### config.mk
export PLATFORM = sky130hd
export DESIGN_NAME = ubx_frame_receiver
export DESIGN_NICKNAME = d
export VERILOG_FILES = /design/src/design/ubxfr_pkg.sv /design/src/design/ubxfr_ram.sv /design/src/design/ubxfr_parser.sv /design/src/design/ubxfr_track.sv /design/src/design/ubx_frame_receiver.sv
export SDC_FILE = /design/constraint.sdc
export NUM_CORES = 2
export LEC_CHECK = 0
export BUFFER_PORTS_ARGS = -buffer_cell sky130_fd_sc_hd__buf_2
export CAP_MARGIN = 20
export CELL_PAD_IN_SITES_DETAIL_PLACEMENT = 2
export CELL_PAD_IN_SITES_GLOBAL_PLACEMENT = 2
export CORE_ASPECT_RATIO = 1.1
export CORE_UTILIZATION = 45
export DETAILED_ROUTE_END_ITERATION = 10
export GPL_TIMING_DRIVEN = 0
export PLACE_DENSITY_LB_ADDON = 0.08
export SYNTH_ARGS = -nofsm -noshare
export SYNTH_HDL_FRONTEND = slang
export SYNTH_SLANG_ARGS = --single-unit
### constraint.sdc
create_clock -name i_clk -period 6.4 [get_ports i_clk]
set_input_delay 0.32 -clock i_clk [delete_from_list [all_inputs] [get_ports i_clk]]
set_output_delay 0.32 -clock i_clk [all_outputs]
set_load 0.01 [all_outputs]
### src/design/ubxfr_pkg.sv
package ubxfr_pkg;

    localparam int PAYLOAD_CAPACITY_DEF = 256;
    localparam int FRAME_LEN_W          = 9;
    localparam int INDEX_EXT_W          = 11;

    localparam logic [7:0] SYNC_FIRST  = 8'hB5;
    localparam logic [7:0] SYNC_SECOND = 8'h62;

    typedef enum logic [2:0] {
        OP_BYTE     = 3'd0,
        OP_READ     = 3'd1,
        OP_ARM_ACK  = 3'd2,
        OP_ARM_POLL = 3'd3,
        OP_CANCEL   = 3'd4
    } t_op;

    localparam logic [1:0] ACK_NONE    = 2'd0;
    localparam logic [1:0] ACK_OK      = 2'd1;
    localparam logic [1:0] ACK_REFUSED = 2'd2;

    localparam logic [1:0] CFG_ACK_CLASS = 2'd0;
    localparam logic [1:0] CFG_ACK_POS   = 2'd1;
    localparam logic [1:0] CFG_ACK_NEG   = 2'd2;

    typedef struct packed {
        logic [7:0] ack_class;
        logic [7:0] ack_pos;
        logic [7:0] ack_neg;
    } t_ack_cfg;

    typedef struct packed {
        logic                   done;
        logic                   bad;
        logic                   over;
        logic [7:0]             cls;
        logic [7:0]             id;
        logic [FRAME_LEN_W-1:0] len;
        logic                   len_is_two;
        logic [15:0]            first_two;
    } t_frame_evt;

    typedef struct packed {
        logic [7:0]             last_cls;
        logic [7:0]             last_id;
        logic [FRAME_LEN_W-1:0] last_len;
        logic [1:0]             ack_status;
        logic                   ack_waiting;
        logic                   poll_done;
        logic [FRAME_LEN_W-1:0] poll_len;
    } t_status;

endpackage

### src/design/ubxfr_ram.sv
module ubxfr_ram #(
    parameter int WIDTH = 8,
    parameter int DEPTH = 256
) (
    input  logic                     i_clk,
    input  logic                     i_we,
    input  logic [$clog2(DEPTH)-1:0] i_waddr,
    input  logic [WIDTH-1:0]         i_wdata,
    input  logic                     i_re,
    input  logic [$clog2(DEPTH)-1:0] i_raddr,
    output logic [WIDTH-1:0]         o_rdata
);

    logic [WIDTH-1:0] r_mem [DEPTH];
    logic [WIDTH-1:0] r_rdata;

    always_ff @(posedge i_clk) begin
        if (i_we) begin
            r_mem[i_waddr] <= i_wdata;
        end
        if (i_re) begin
            r_rdata <= r_mem[i_raddr];
        end
    end

    assign o_rdata = r_rdata;

endmodule

### src/design/ubxfr_parser.sv
module ubxfr_parser
    import ubxfr_pkg::*;
#(
    parameter int PAYLOAD_CAPACITY = PAYLOAD_CAPACITY_DEF
) (
    input  logic                                i_clk,
    input  logic                                i_rst_n,
    input  logic                                i_step,
    input  logic [7:0]                          i_byte,
    output logic                                o_wr_en,
    output logic [$clog2(PAYLOAD_CAPACITY)-1:0] o_wr_addr,
    output logic [7:0]                          o_wr_data,
    output t_frame_evt                          o_evt
);

    localparam int AW = $clog2(PAYLOAD_CAPACITY);
    localparam int CW = $clog2(PAYLOAD_CAPACITY + 1);

    typedef enum logic [5:0] {
        PH_IDLE    = 6'b000001,
        PH_SYNC2   = 6'b000010,
        PH_HEADER  = 6'b000100,
        PH_PAYLOAD = 6'b001000,
        PH_CKA     = 6'b010000,
        PH_CKB     = 6'b100000
    } t_phase;

    t_phase         r_phase, n_phase;
    logic [1:0]     r_hcnt, n_hcnt;
    logic [7:0]     r_cls, n_cls;
    logic [7:0]     r_id, n_id;
    logic [7:0]     r_len_lo, n_len_lo;
    logic [CW-1:0]  r_plen, n_plen;
    logic [CW-1:0]  r_pcnt, n_pcnt;
    logic [15:0]    r_first, n_first;
    logic [7:0]     r_sum_a, n_sum_a;
    logic [7:0]     r_sum_b, n_sum_b;
    logic [7:0]     r_got_a, n_got_a;

    logic           restart;
    logic           wr_phase;
    logic [7:0]     sum_a_add;
    logic [7:0]     sum_b_add;
    logic [15:0]    full_len;
    logic [CW-1:0]  pcnt_inc;
    t_frame_evt     evt;

    assign sum_a_add = r_sum_a + i_byte;
    assign sum_b_add = r_sum_b + sum_a_add;
    assign full_len  = {i_byte, r_len_lo};
    assign pcnt_inc  = r_pcnt + 1'b1;

    always_comb begin
        n_phase  = r_phase;
        n_hcnt   = r_hcnt;
        n_cls    = r_cls;
        n_id     = r_id;
        n_len_lo = r_len_lo;
        n_plen   = r_plen;
        n_pcnt   = r_pcnt;
        n_first  = r_first;
        n_sum_a  = r_sum_a;
        n_sum_b  = r_sum_b;
        n_got_a  = r_got_a;
        restart  = 1'b0;
        wr_phase = 1'b0;

        evt            = '0;
        evt.cls        = r_cls;
        evt.id         = r_id;
        evt.len        = FRAME_LEN_W'(r_plen);
        evt.len_is_two = (r_plen == CW'(2));
        evt.first_two  = r_first;

        unique case (r_phase)
            PH_IDLE: begin
                if (i_byte == SYNC_FIRST) begin
                    n_phase = PH_SYNC2;
                end
            end
            PH_SYNC2: begin
                if (i_byte == SYNC_SECOND) begin
                    restart = 1'b1;
                    n_phase = PH_HEADER;
                end else begin
                    n_phase = PH_IDLE;
                end
            end
            PH_HEADER: begin
                n_sum_a = sum_a_add;
                n_sum_b = sum_b_add;
                n_hcnt  = r_hcnt + 1'b1;
                unique case (r_hcnt)
                    2'd0: n_cls = i_byte;
                    2'd1: n_id = i_byte;
                    2'd2: n_len_lo = i_byte;
                    default: begin
                        if (full_len > 16'(PAYLOAD_CAPACITY)) begin
                            evt.over = 1'b1;
                            restart  = 1'b1;
                            n_phase  = PH_IDLE;
                        end else begin
                            n_plen  = CW'(full_len);
                            n_phase = (full_len == 16'd0) ? PH_CKA : PH_PAYLOAD;
                        end
                    end
                endcase
            end
            PH_PAYLOAD: begin
                wr_phase = 1'b1;
                if (r_pcnt == CW'(0)) begin
                    n_first[7:0] = i_byte;
                end
                if (r_pcnt == CW'(1)) begin
                    n_first[15:8] = i_byte;
                end
                n_sum_a = sum_a_add;
                n_sum_b = sum_b_add;
                n_pcnt  = pcnt_inc;
                if (pcnt_inc >= r_plen) begin
                    n_phase = PH_CKA;
                end
            end
            PH_CKA: begin
                n_got_a = i_byte;
                n_phase = PH_CKB;
            end
            PH_CKB: begin
                if (r_got_a == r_sum_a && i_byte == r_sum_b) begin
                    evt.done = 1'b1;
                end else begin
                    evt.bad = 1'b1;
                end
                restart = 1'b1;
                n_phase = PH_IDLE;
            end
            default: begin
                restart = 1'b1;
                n_phase = PH_IDLE;
            end
        endcase

        if (restart) begin
            n_hcnt  = '0;
            n_plen  = '0;
            n_pcnt  = '0;
            n_sum_a = '0;
            n_sum_b = '0;
            n_got_a = '0;
        end
    end

    always_ff @(posedge i_clk) begin
        if (!i_rst_n) begin
            r_phase  <= PH_IDLE;
            r_hcnt   <= '0;
            r_cls    <= '0;
            r_id     <= '0;
            r_len_lo <= '0;
            r_plen   <= '0;
            r_pcnt   <= '0;
            r_first  <= '0;
            r_sum_a  <= '0;
            r_sum_b  <= '0;
            r_got_a  <= '0;
        end else if (i_step) begin
            r_phase  <= n_phase;
            r_hcnt   <= n_hcnt;
            r_cls    <= n_cls;
            r_id     <= n_id;
            r_len_lo <= n_len_lo;
            r_plen   <= n_plen;
            r_pcnt   <= n_pcnt;
            r_first  <= n_first;
            r_sum_a  <= n_sum_a;
            r_sum_b  <= n_sum_b;
            r_got_a  <= n_got_a;
        end
    end

    assign o_wr_en   = i_step && wr_phase;
    assign o_wr_addr = r_pcnt[AW-1:0];
    assign o_wr_data = i_byte;
    assign o_evt     = evt;

endmodule

### src/design/ubxfr_track.sv
module ubxfr_track
    import ubxfr_pkg::*;
(
    input  logic       i_clk,
    input  logic       i_rst_n,
    input  logic       i_step,
    input  logic [2:0] i_op,
    input  logic [7:0] i_expect_class,
    input  logic [7:0] i_expect_id,
    input  t_frame_evt i_evt,
    input  t_ack_cfg   i_cfg,
    output t_status    o_status
);

    t_status    r_st, n_st;
    logic [7:0] r_ack_cls, n_ack_cls;
    logic [7:0] r_ack_id, n_ack_id;
    logic       r_poll_wait, n_poll_wait;
    logic [7:0] r_poll_cls, n_poll_cls;
    logic [7:0] r_poll_id, n_poll_id;
    logic       ack_shape;

    assign ack_shape = i_evt.cls == i_cfg.ack_class && i_evt.len_is_two &&
                       (i_evt.id == i_cfg.ack_pos || i_evt.id == i_cfg.ack_neg);

    always_comb begin
        n_st        = r_st;
        n_ack_cls   = r_ack_cls;
        n_ack_id    = r_ack_id;
        n_poll_wait = r_poll_wait;
        n_poll_cls  = r_poll_cls;
        n_poll_id   = r_poll_id;

        if (i_step) begin
            unique case (i_op)
                OP_BYTE: begin
                    if (i_evt.done) begin
                        n_st.last_cls = i_evt.cls;
                        n_st.last_id  = i_evt.id;
                        n_st.last_len = i_evt.len;
                        if (ack_shape) begin
                            if (r_st.ack_waiting && i_evt.first_two[7:0] == r_ack_cls &&
                                i_evt.first_two[15:8] == r_ack_id) begin
                                n_st.ack_status  = (i_evt.id == i_cfg.ack_pos) ?
                                                   ACK_OK : ACK_REFUSED;
                                n_st.ack_waiting = 1'b0;
                            end
                        end else if (r_poll_wait && i_evt.cls == r_poll_cls &&
                                     i_evt.id == r_poll_id) begin
                            n_st.poll_done = 1'b1;
                            n_st.poll_len  = i_evt.len;
                            n_poll_wait    = 1'b0;
                        end
                    end
                end
                OP_ARM_ACK: begin
                    n_ack_cls        = i_expect_class;
                    n_ack_id         = i_expect_id;
                    n_st.ack_status  = ACK_NONE;
                    n_st.ack_waiting = 1'b1;
                end
                OP_ARM_POLL: begin
                    n_poll_cls     = i_expect_class;
                    n_poll_id      = i_expect_id;
                    n_st.poll_done = 1'b0;
                    n_st.poll_len  = '0;
                    n_poll_wait    = 1'b1;
                end
                OP_CANCEL: begin
                    n_ack_cls        = '0;
                    n_ack_id         = '0;
                    n_st.ack_status  = ACK_NONE;
                    n_st.ack_waiting = 1'b0;
                    n_poll_cls       = '0;
                    n_poll_id        = '0;
                    n_st.poll_done   = 1'b0;
                    n_st.poll_len    = '0;
                    n_poll_wait      = 1'b0;
                end
                default: begin
                end
            endcase
        end
    end

    always_ff @(posedge i_clk) begin
        if (!i_rst_n) begin
            r_st        <= '0;
            r_ack_cls   <= '0;
            r_ack_id    <= '0;
            r_poll_wait <= 1'b0;
            r_poll_cls  <= '0;
            r_poll_id   <= '0;
        end else begin
            r_st        <= n_st;
            r_ack_cls   <= n_ack_cls;
            r_ack_id    <= n_ack_id;
            r_poll_wait <= n_poll_wait;
            r_poll_cls  <= n_poll_cls;
            r_poll_id   <= n_poll_id;
        end
    end

    assign o_status = n_st;

endmodule

### src/design/ubx_frame_receiver.sv
// UBX frame receiver.
// Input channel (i_in_valid / o_in_stall) carries one item per op: a received
// byte, a payload read by index, arming the acknowledge or poll wait, or a
// cancel of both waits. Every item yields exactly one result item on the output
// channel (o_out_valid / i_out_stall) with the per-byte flags, the last good
// frame info, the wait status and the read byte.
// o_out_valid rises once an item has passed the input register and then the result
// register; the item waits in the input register while the result register is held.
// Throughput: one item per cycle while i_out_stall is low, set by the single pass
// of parser and wait logic between those two registers; the payload store is a
// one-write, one-read RAM read during acceptance.
// Configuration (i_cfg_valid / o_cfg_ready, always ready) sets the acknowledge
// class and the positive and negative ids; write it only while idle.
// Reset (synchronous, active low) empties the pipeline, returns the parser to
// sync hunting and clears frame info, waits and configuration to defaults. The
// payload store is not cleared; only bytes of received frames may be read.
// When i_out_stall is high the result holds; one more item can sit in the input
// register, after which o_in_stall rises until the result is taken.
module ubx_frame_receiver
    import ubxfr_pkg::*;
#(
    parameter int PAYLOAD_CAPACITY = PAYLOAD_CAPACITY_DEF
) (
    input  logic                   i_clk,
    input  logic                   i_rst_n,
    input  logic                   i_in_valid,
    output logic                   o_in_stall,
    input  logic [2:0]             i_op,
    input  logic [7:0]             i_rx_byte,
    input  logic [7:0]             i_expect_class,
    input  logic [7:0]             i_expect_id,
    input  logic [7:0]             i_read_index,
    output logic                   o_out_valid,
    input  logic                   i_out_stall,
    output logic                   o_frame_done,
    output logic [7:0]             o_frame_class,
    output logic [7:0]             o_frame_id,
    output logic [FRAME_LEN_W-1:0] o_frame_length,
    output logic [1:0]             o_ack_status,
    output logic                   o_ack_waiting,
    output logic                   o_poll_done,
    output logic [FRAME_LEN_W-1:0] o_poll_length,
    output logic [7:0]             o_read_data,
    output logic                   o_checksum_failed,
    output logic                   o_oversize_dropped,
    input  logic                   i_cfg_valid,
    output logic                   o_cfg_ready,
    input  logic [1:0]             i_cfg_index,
    input  logic [7:0]             i_cfg_data
);

    localparam int AW = $clog2(PAYLOAD_CAPACITY);

    logic          accept;
    logic          advance;
    logic          out_free;
    logic          step_byte;
    logic          in_range;
    logic [AW-1:0] rd_addr;
    logic          wr_en;
    logic [AW-1:0] wr_addr;
    logic [7:0]    wr_data;
    logic [7:0]    ram_q;
    logic [7:0]    rd_byte;
    t_frame_evt    evt;
    t_status       status;

    t_ack_cfg      r_cfg;

    logic          r_s1_vld;
    logic [2:0]    r_s1_op;
    logic [7:0]    r_s1_byte;
    logic [7:0]    r_s1_ecls;
    logic [7:0]    r_s1_eid;
    logic          r_s1_in_range;
    logic          r_byp_hit;
    logic [7:0]    r_byp_data;

    logic          r_out_vld;
    t_status       r_out_st;
    logic          r_out_done;
    logic          r_out_bad;
    logic          r_out_over;
    logic [7:0]    r_out_rdata;

    assign out_free   = !r_out_vld || !i_out_stall;
    assign advance    = r_s1_vld && out_free;
    assign o_in_stall = r_s1_vld && !out_free;
    assign accept     = i_in_valid && !o_in_stall;
    assign step_byte  = advance && r_s1_op == OP_BYTE;

    assign in_range = INDEX_EXT_W'(i_read_index) < INDEX_EXT_W'(PAYLOAD_CAPACITY);
    assign rd_addr  = AW'(i_read_index);

    // config
    assign o_cfg_ready = 1'b1;

    always_ff @(posedge i_clk) begin
        if (!i_rst_n) begin
            r_cfg.ack_class <= 8'd5;
            r_cfg.ack_pos   <= 8'd1;
            r_cfg.ack_neg   <= 8'd0;
        end else if (i_cfg_valid && o_cfg_ready) begin
            unique case (i_cfg_index)
                CFG_ACK_CLASS: r_cfg.ack_class <= i_cfg_data;
                CFG_ACK_POS: r_cfg.ack_pos <= i_cfg_data;
                CFG_ACK_NEG: r_cfg.ack_neg <= i_cfg_data;
                default: begin
                end
            endcase
        end
    end

    // input stage
    always_ff @(posedge i_clk) begin
        if (!i_rst_n) begin
            r_s1_vld <= 1'b0;
        end else if (accept) begin
            r_s1_vld <= 1'b1;
        end else if (advance) begin
            r_s1_vld <= 1'b0;
        end
    end

    always_ff @(posedge i_clk) begin
        if (accept) begin
            r_s1_op       <= i_op;
            r_s1_byte     <= i_rx_byte;
            r_s1_ecls     <= i_expect_class;
            r_s1_eid      <= i_expect_id;
            r_s1_in_range <= in_range;
            r_byp_hit     <= wr_en && wr_addr == rd_addr;
            r_byp_data    <= wr_data;
        end
    end

    ubxfr_ram #(
        .WIDTH (8),
        .DEPTH (PAYLOAD_CAPACITY)
    ) u_store (
        .i_clk   (i_clk),
        .i_we    (wr_en),
        .i_waddr (wr_addr),
        .i_wdata (wr_data),
        .i_re    (accept),
        .i_raddr (rd_addr),
        .o_rdata (ram_q)
    );

    ubxfr_parser #(
        .PAYLOAD_CAPACITY (PAYLOAD_CAPACITY)
    ) u_parser (
        .i_clk     (i_clk),
        .i_rst_n   (i_rst_n),
        .i_step    (step_byte),
        .i_byte    (r_s1_byte),
        .o_wr_en   (wr_en),
        .o_wr_addr (wr_addr),
        .o_wr_data (wr_data),
        .o_evt     (evt)
    );

    ubxfr_track u_track (
        .i_clk          (i_clk),
        .i_rst_n        (i_rst_n),
        .i_step         (advance),
        .i_op           (r_s1_op),
        .i_expect_class (r_s1_ecls),
        .i_expect_id    (r_s1_eid),
        .i_evt          (evt),
        .i_cfg          (r_cfg),
        .o_status       (status)
    );

    assign rd_byte = r_byp_hit ? r_byp_data : ram_q;

    // result register
    always_ff @(posedge i_clk) begin
        if (!i_rst_n) begin
            r_out_vld <= 1'b0;
        end else if (advance) begin
            r_out_vld <= 1'b1;
        end else if (!i_out_stall) begin
            r_out_vld <= 1'b0;
        end
    end

    always_ff @(posedge i_clk) begin
        if (advance) begin
            r_out_st    <= status;
            r_out_done  <= step_byte && evt.done;
            r_out_bad   <= step_byte && evt.bad;
            r_out_over  <= step_byte && evt.over;
            r_out_rdata <= (r_s1_op == OP_READ && r_s1_in_range) ? rd_byte : 8'd0;
        end
    end

    assign o_out_valid        = r_out_vld;
    assign o_frame_done       = r_out_done;
    assign o_frame_class      = r_out_st.last_cls;
    assign o_frame_id         = r_out_st.last_id;
    assign o_frame_length     = r_out_st.last_len;
    assign o_ack_status       = r_out_st.ack_status;
    assign o_ack_waiting      = r_out_st.ack_waiting;
    assign o_poll_done        = r_out_st.poll_done;
    assign o_poll_length      = r_out_st.poll_len;
    assign o_read_data        = r_out_rdata;
    assign o_checksum_failed  = r_out_bad;
    assign o_oversize_dropped = r_out_over;

    a_done_xor_bad: assert property (@(posedge i_clk) disable iff (!i_rst_n)
        o_out_valid |-> !(o_frame_done && o_checksum_failed))
        else $error("frame reported both good and bad");

    a_wait_no_answer: assert property (@(posedge i_clk) disable iff (!i_rst_n)
        o_out_valid && o_ack_waiting |-> o_ack_status == ACK_NONE)
        else $error("ack wait armed with an answer recorded");

    a_poll_len_zero: assert property (@(posedge i_clk) disable iff (!i_rst_n)
        o_out_valid && !o_poll_done |-> o_poll_length == '0)
        else $error("poll length set without poll answer");

    a_stall_has_item: assert property (@(posedge i_clk) disable iff (!i_rst_n)
        o_in_stall |-> r_s1_vld && r_out_vld)
        else $error("input stalled with free pipeline");

endmodule
==> metrics.txt <==
status=finished, final reports clean; core area=between 200,000 and 250,000 um^2; WL final=around 320 mm; grt ovf=0; CTS root buf=clkbuf_16; die width=431 um; via count=50,741; Synth Net Count=4,840; top_reg_cell synth=edfxtp_1; # DRC=0; WS Path Type=flop to flop; Critical Path AT=5.69 ns; Seq/Total Area, Yosys=0.746; CP max stage delay=about 1.0 ns; later-pin clock latency in the skew report=~0.92 ns; slowest CP cell=nor2_1; Die Height=roughly 470 um; hold path start=i_rx_byte[1]; Critical Path RT=6.92 ns; DP Wirelength=217 mm; Routability Congestion=0.865; final hold vios=0; placed cell area=slightly below 100,000 um^2; Starting Density=0.454; Metal-1 WL=roughly 120 mm; Max H-tree Level=4; Sinks on Clock Net=approximately 2,300; max layer used=met5; power density over the cells=between 300 and 400 nW/um^2; Post-Place Cells=~7,700; Final Max Slew Viols=0; drt wl/cell=between 30 and 40 um; first-pass iteration count of the detailed router=5; Post-synth EDFFs=between 2,000 and 2,500; Setup Fix Bufs, Post-CTS=0; final instance area=106,000 um^2; CP startpoint kind=flop; final-report setup violation count=0; area grow syn2layout=16.1%; number of distinct library cells after synthesis=67; Yosys reg bits=2,328; initial antenna violation count=22; CP startpoint=r_s1_op[1]$_DFFE_PP_; cell row count=approximately 170; setup ws final=1.23 ns; Setup Skew=just over 0.04 ns; critical-path cell list=clkbuf_1 > nor3_1 > nand4_1 > nor3b_1 > nand2_1 > buf_16 > clkbuf_2 > nor2_1; critical path fanouts, max=10; Tmin final=5.17 ns; post-CTS resize count=0; fraction of registers with async set/reset=0; RSZ-0062 raised after global routing=no; CTS buffer count=between 200 and 250; all-layer global routing usage=0.309; Simple-Gate Fraction of Synth Area=0.0432; Critical Path Sink Type=flop; global-route wire length before repair=435 mm; Synth Area in Adders=0.00469; Hold Crit Class=primary input to flop; I/O pins=102; Total Nets Final=between 5,000 and 6,000; Max Cap Violations=0; mapped cell area=91,200 um^2; Leak=~34 nW; top cell family by delay on the critical path=simple AND/OR/NAND/NOR gates; largest net degree at the start of global routing=42; Die ar.=roughly 200,000 um^2; Max Fclk=between 150 and 200 MHz; metal2 WL=~160 mm; Iter 0 DRT Violations=roughly 5,700; Synth Instances=roughly 4,800; antenna viol nets, final=0; metal3 WL=21.0 mm; post-synthesis xor/xnor area fraction=0.00961; Period Utilization, post-route=0.808; syn avg cell area=approximately 19 um^2; TNS Setup=0 ns; layout cells sized above 1=0.227; number of port buffers=94; vias in the first global route=around 54,000; main combinational cell family by area after synthesis=multiplexers; Slew headroom=0.177; vias per cell=6.23; maximum VDD drop=~0.23 mV; fin cells=roughly 8,100; mux cell area share after synthesis=0.154; buffers and inverters on the worst path=3; Max clock buf depth=3; pre-CTS WS=0.804 ns; CTS tree=done; worst slew pin tran=between 1 and 1.5 ns; Synth Warn #=0; Worst R2R Start=r_s1_op[1]$_DFFE_PP_; Reg clk slew, reported paths=0.06 ns; compound-cell area share of the yosys netlist=0.0267; # hold bufs at CTS=38
final timing paths:
check	end	slack, ns	depth (start not counted)
max	u_store.r_mem[169][0]$_DFFE_PP_	1.23	8
min	r_s1_byte[1]$_DFFE_PP_	0.14	2
max reg2reg	u_store.r_mem[169][0]$_DFFE_PP_	1.23	8
min reg2reg	u_track.r_st[9]$_SDFF_PN0_	0.47	2
cell families (layout without fill, tap and decap cells):
group | count (synthesis) | after routing
mux | 715 | 715
fa+ha+maj | 33 | 33
compound gates | 382 | 382
other cells | 1 | 8
flops | 2328 | 2328
buf+inv | 317 | 1004
simple gates | 881 | 881
xor+xnor | 100 | 100
power breakdown:
group	leakage (nW)	switching, mW	total [mW]	internal (mW)
Combinational	9.42	1.17	1.84	0.670
Sequential	20.8	0.0389	16.7	16.6
Clock	3.67	6.15	13.9	7.75
Total	33.9	7.35	32.4	25.1
state kept, by name, indices dropped and copies added, names as in the netlist, 9 cells and up:
| signal | flops |
|---|---|
| o_poll_length | 9 |
| u_parser.r_first | 16 |
| u_parser.r_plen | 9 |
| u_store.r_mem | 2048 |
| r_cfg | 24 |
| u_parser.r_pcnt | 9 |
| o_frame_length | 9 |
| u_track.r_st | 38 |
routing by layer:
metal  vias to the layer above  global-route usage
met5                         -                   0
met4                        12               0.118
met3                       552              0.0480
met2                      2340               0.520
met1                     27644               0.405
li1                      20193                   -
cell type report:
type                       count  area (um^2)
timing repair buffer         251         3680
inverter                      25         95.1
fill                       17413        94800
buffer                       292         1340
tap                         2697         3370
clock inverter               141         1320
multi-input combinational   2112        21700
antenna                        7         17.5
clock buffer                 295         6220
sequential                  2328        68000
Yosys cell counts (7+ instances only):
master,number,area share
nand3b_1,7,0.00058
clkbuf_1,164,0.0068
o21ai_0,22,0.0012
buf_4,34,0.0028
nand2_1,202,0.0083
o22ai_1,29,0.0020
edfxtp_1,2141,0.71
nand2b_1,8,0.00055
and2_1,33,0.0023
ha_1,31,0.0043
nand3_1,106,0.0058
nand4_1,33,0.0023
mux2_4,19,0.0031
nor2_1,389,0.016
mux4_2,540,0.13
nor2b_1,15,0.0010
xnor2_1,69,0.0066
o221ai_1,19,0.0018
mux2_2,7,0.00086
dfxtp_1,187,0.041
or3_1,11,0.00076
nor3_1,30,0.0016
buf_1,23,0.00095
a21oi_1,155,0.0085
a211oi_1,18,0.0015
inv_1,24,0.00099
xor2_1,31,0.0030
mux2i_1,149,0.016
o21a_1,10,0.00082
a22oi_1,78,0.0064
nor4_1,11,0.00076
and3_1,10,0.00069
a31oi_1,16,0.0011
a311oi_1,7,0.00067
buf_2,68,0.0037
per-stage QoR:
stage	utilization	total power, mW	hold slack [ns]
finish	0.527	32.4	0.142
global route	0.527	33.0	0.124
CTS	0.527	32.6	0.0658
detailed placement	0.487	18.8	0.464
global placement	0.474	18.7	0.452
floorplan	-	17.9	0.419
placed cells by master, fill, tap and decap left out, types with 31 or more instances in the layout:
cell type	n
edfxtp_1	2141
mux4_2	540
nor2_1	389
clkbuf_16	240
clkbuf_1	205
nand2_1	202
dfxtp_1	187
buf_2	164
a21oi_1	155
mux2i_1	149
nand3_1	106
buf_16	84
a22oi_1	78
xnor2_1	69
clkinv_1	64
dlygate4sd3_1	38
clkinv_2	37
buf_4	35
and2_1	33
nand4_1	33
xor2_1	31
ha_1	31
Power figures use the tool's default switching activity.
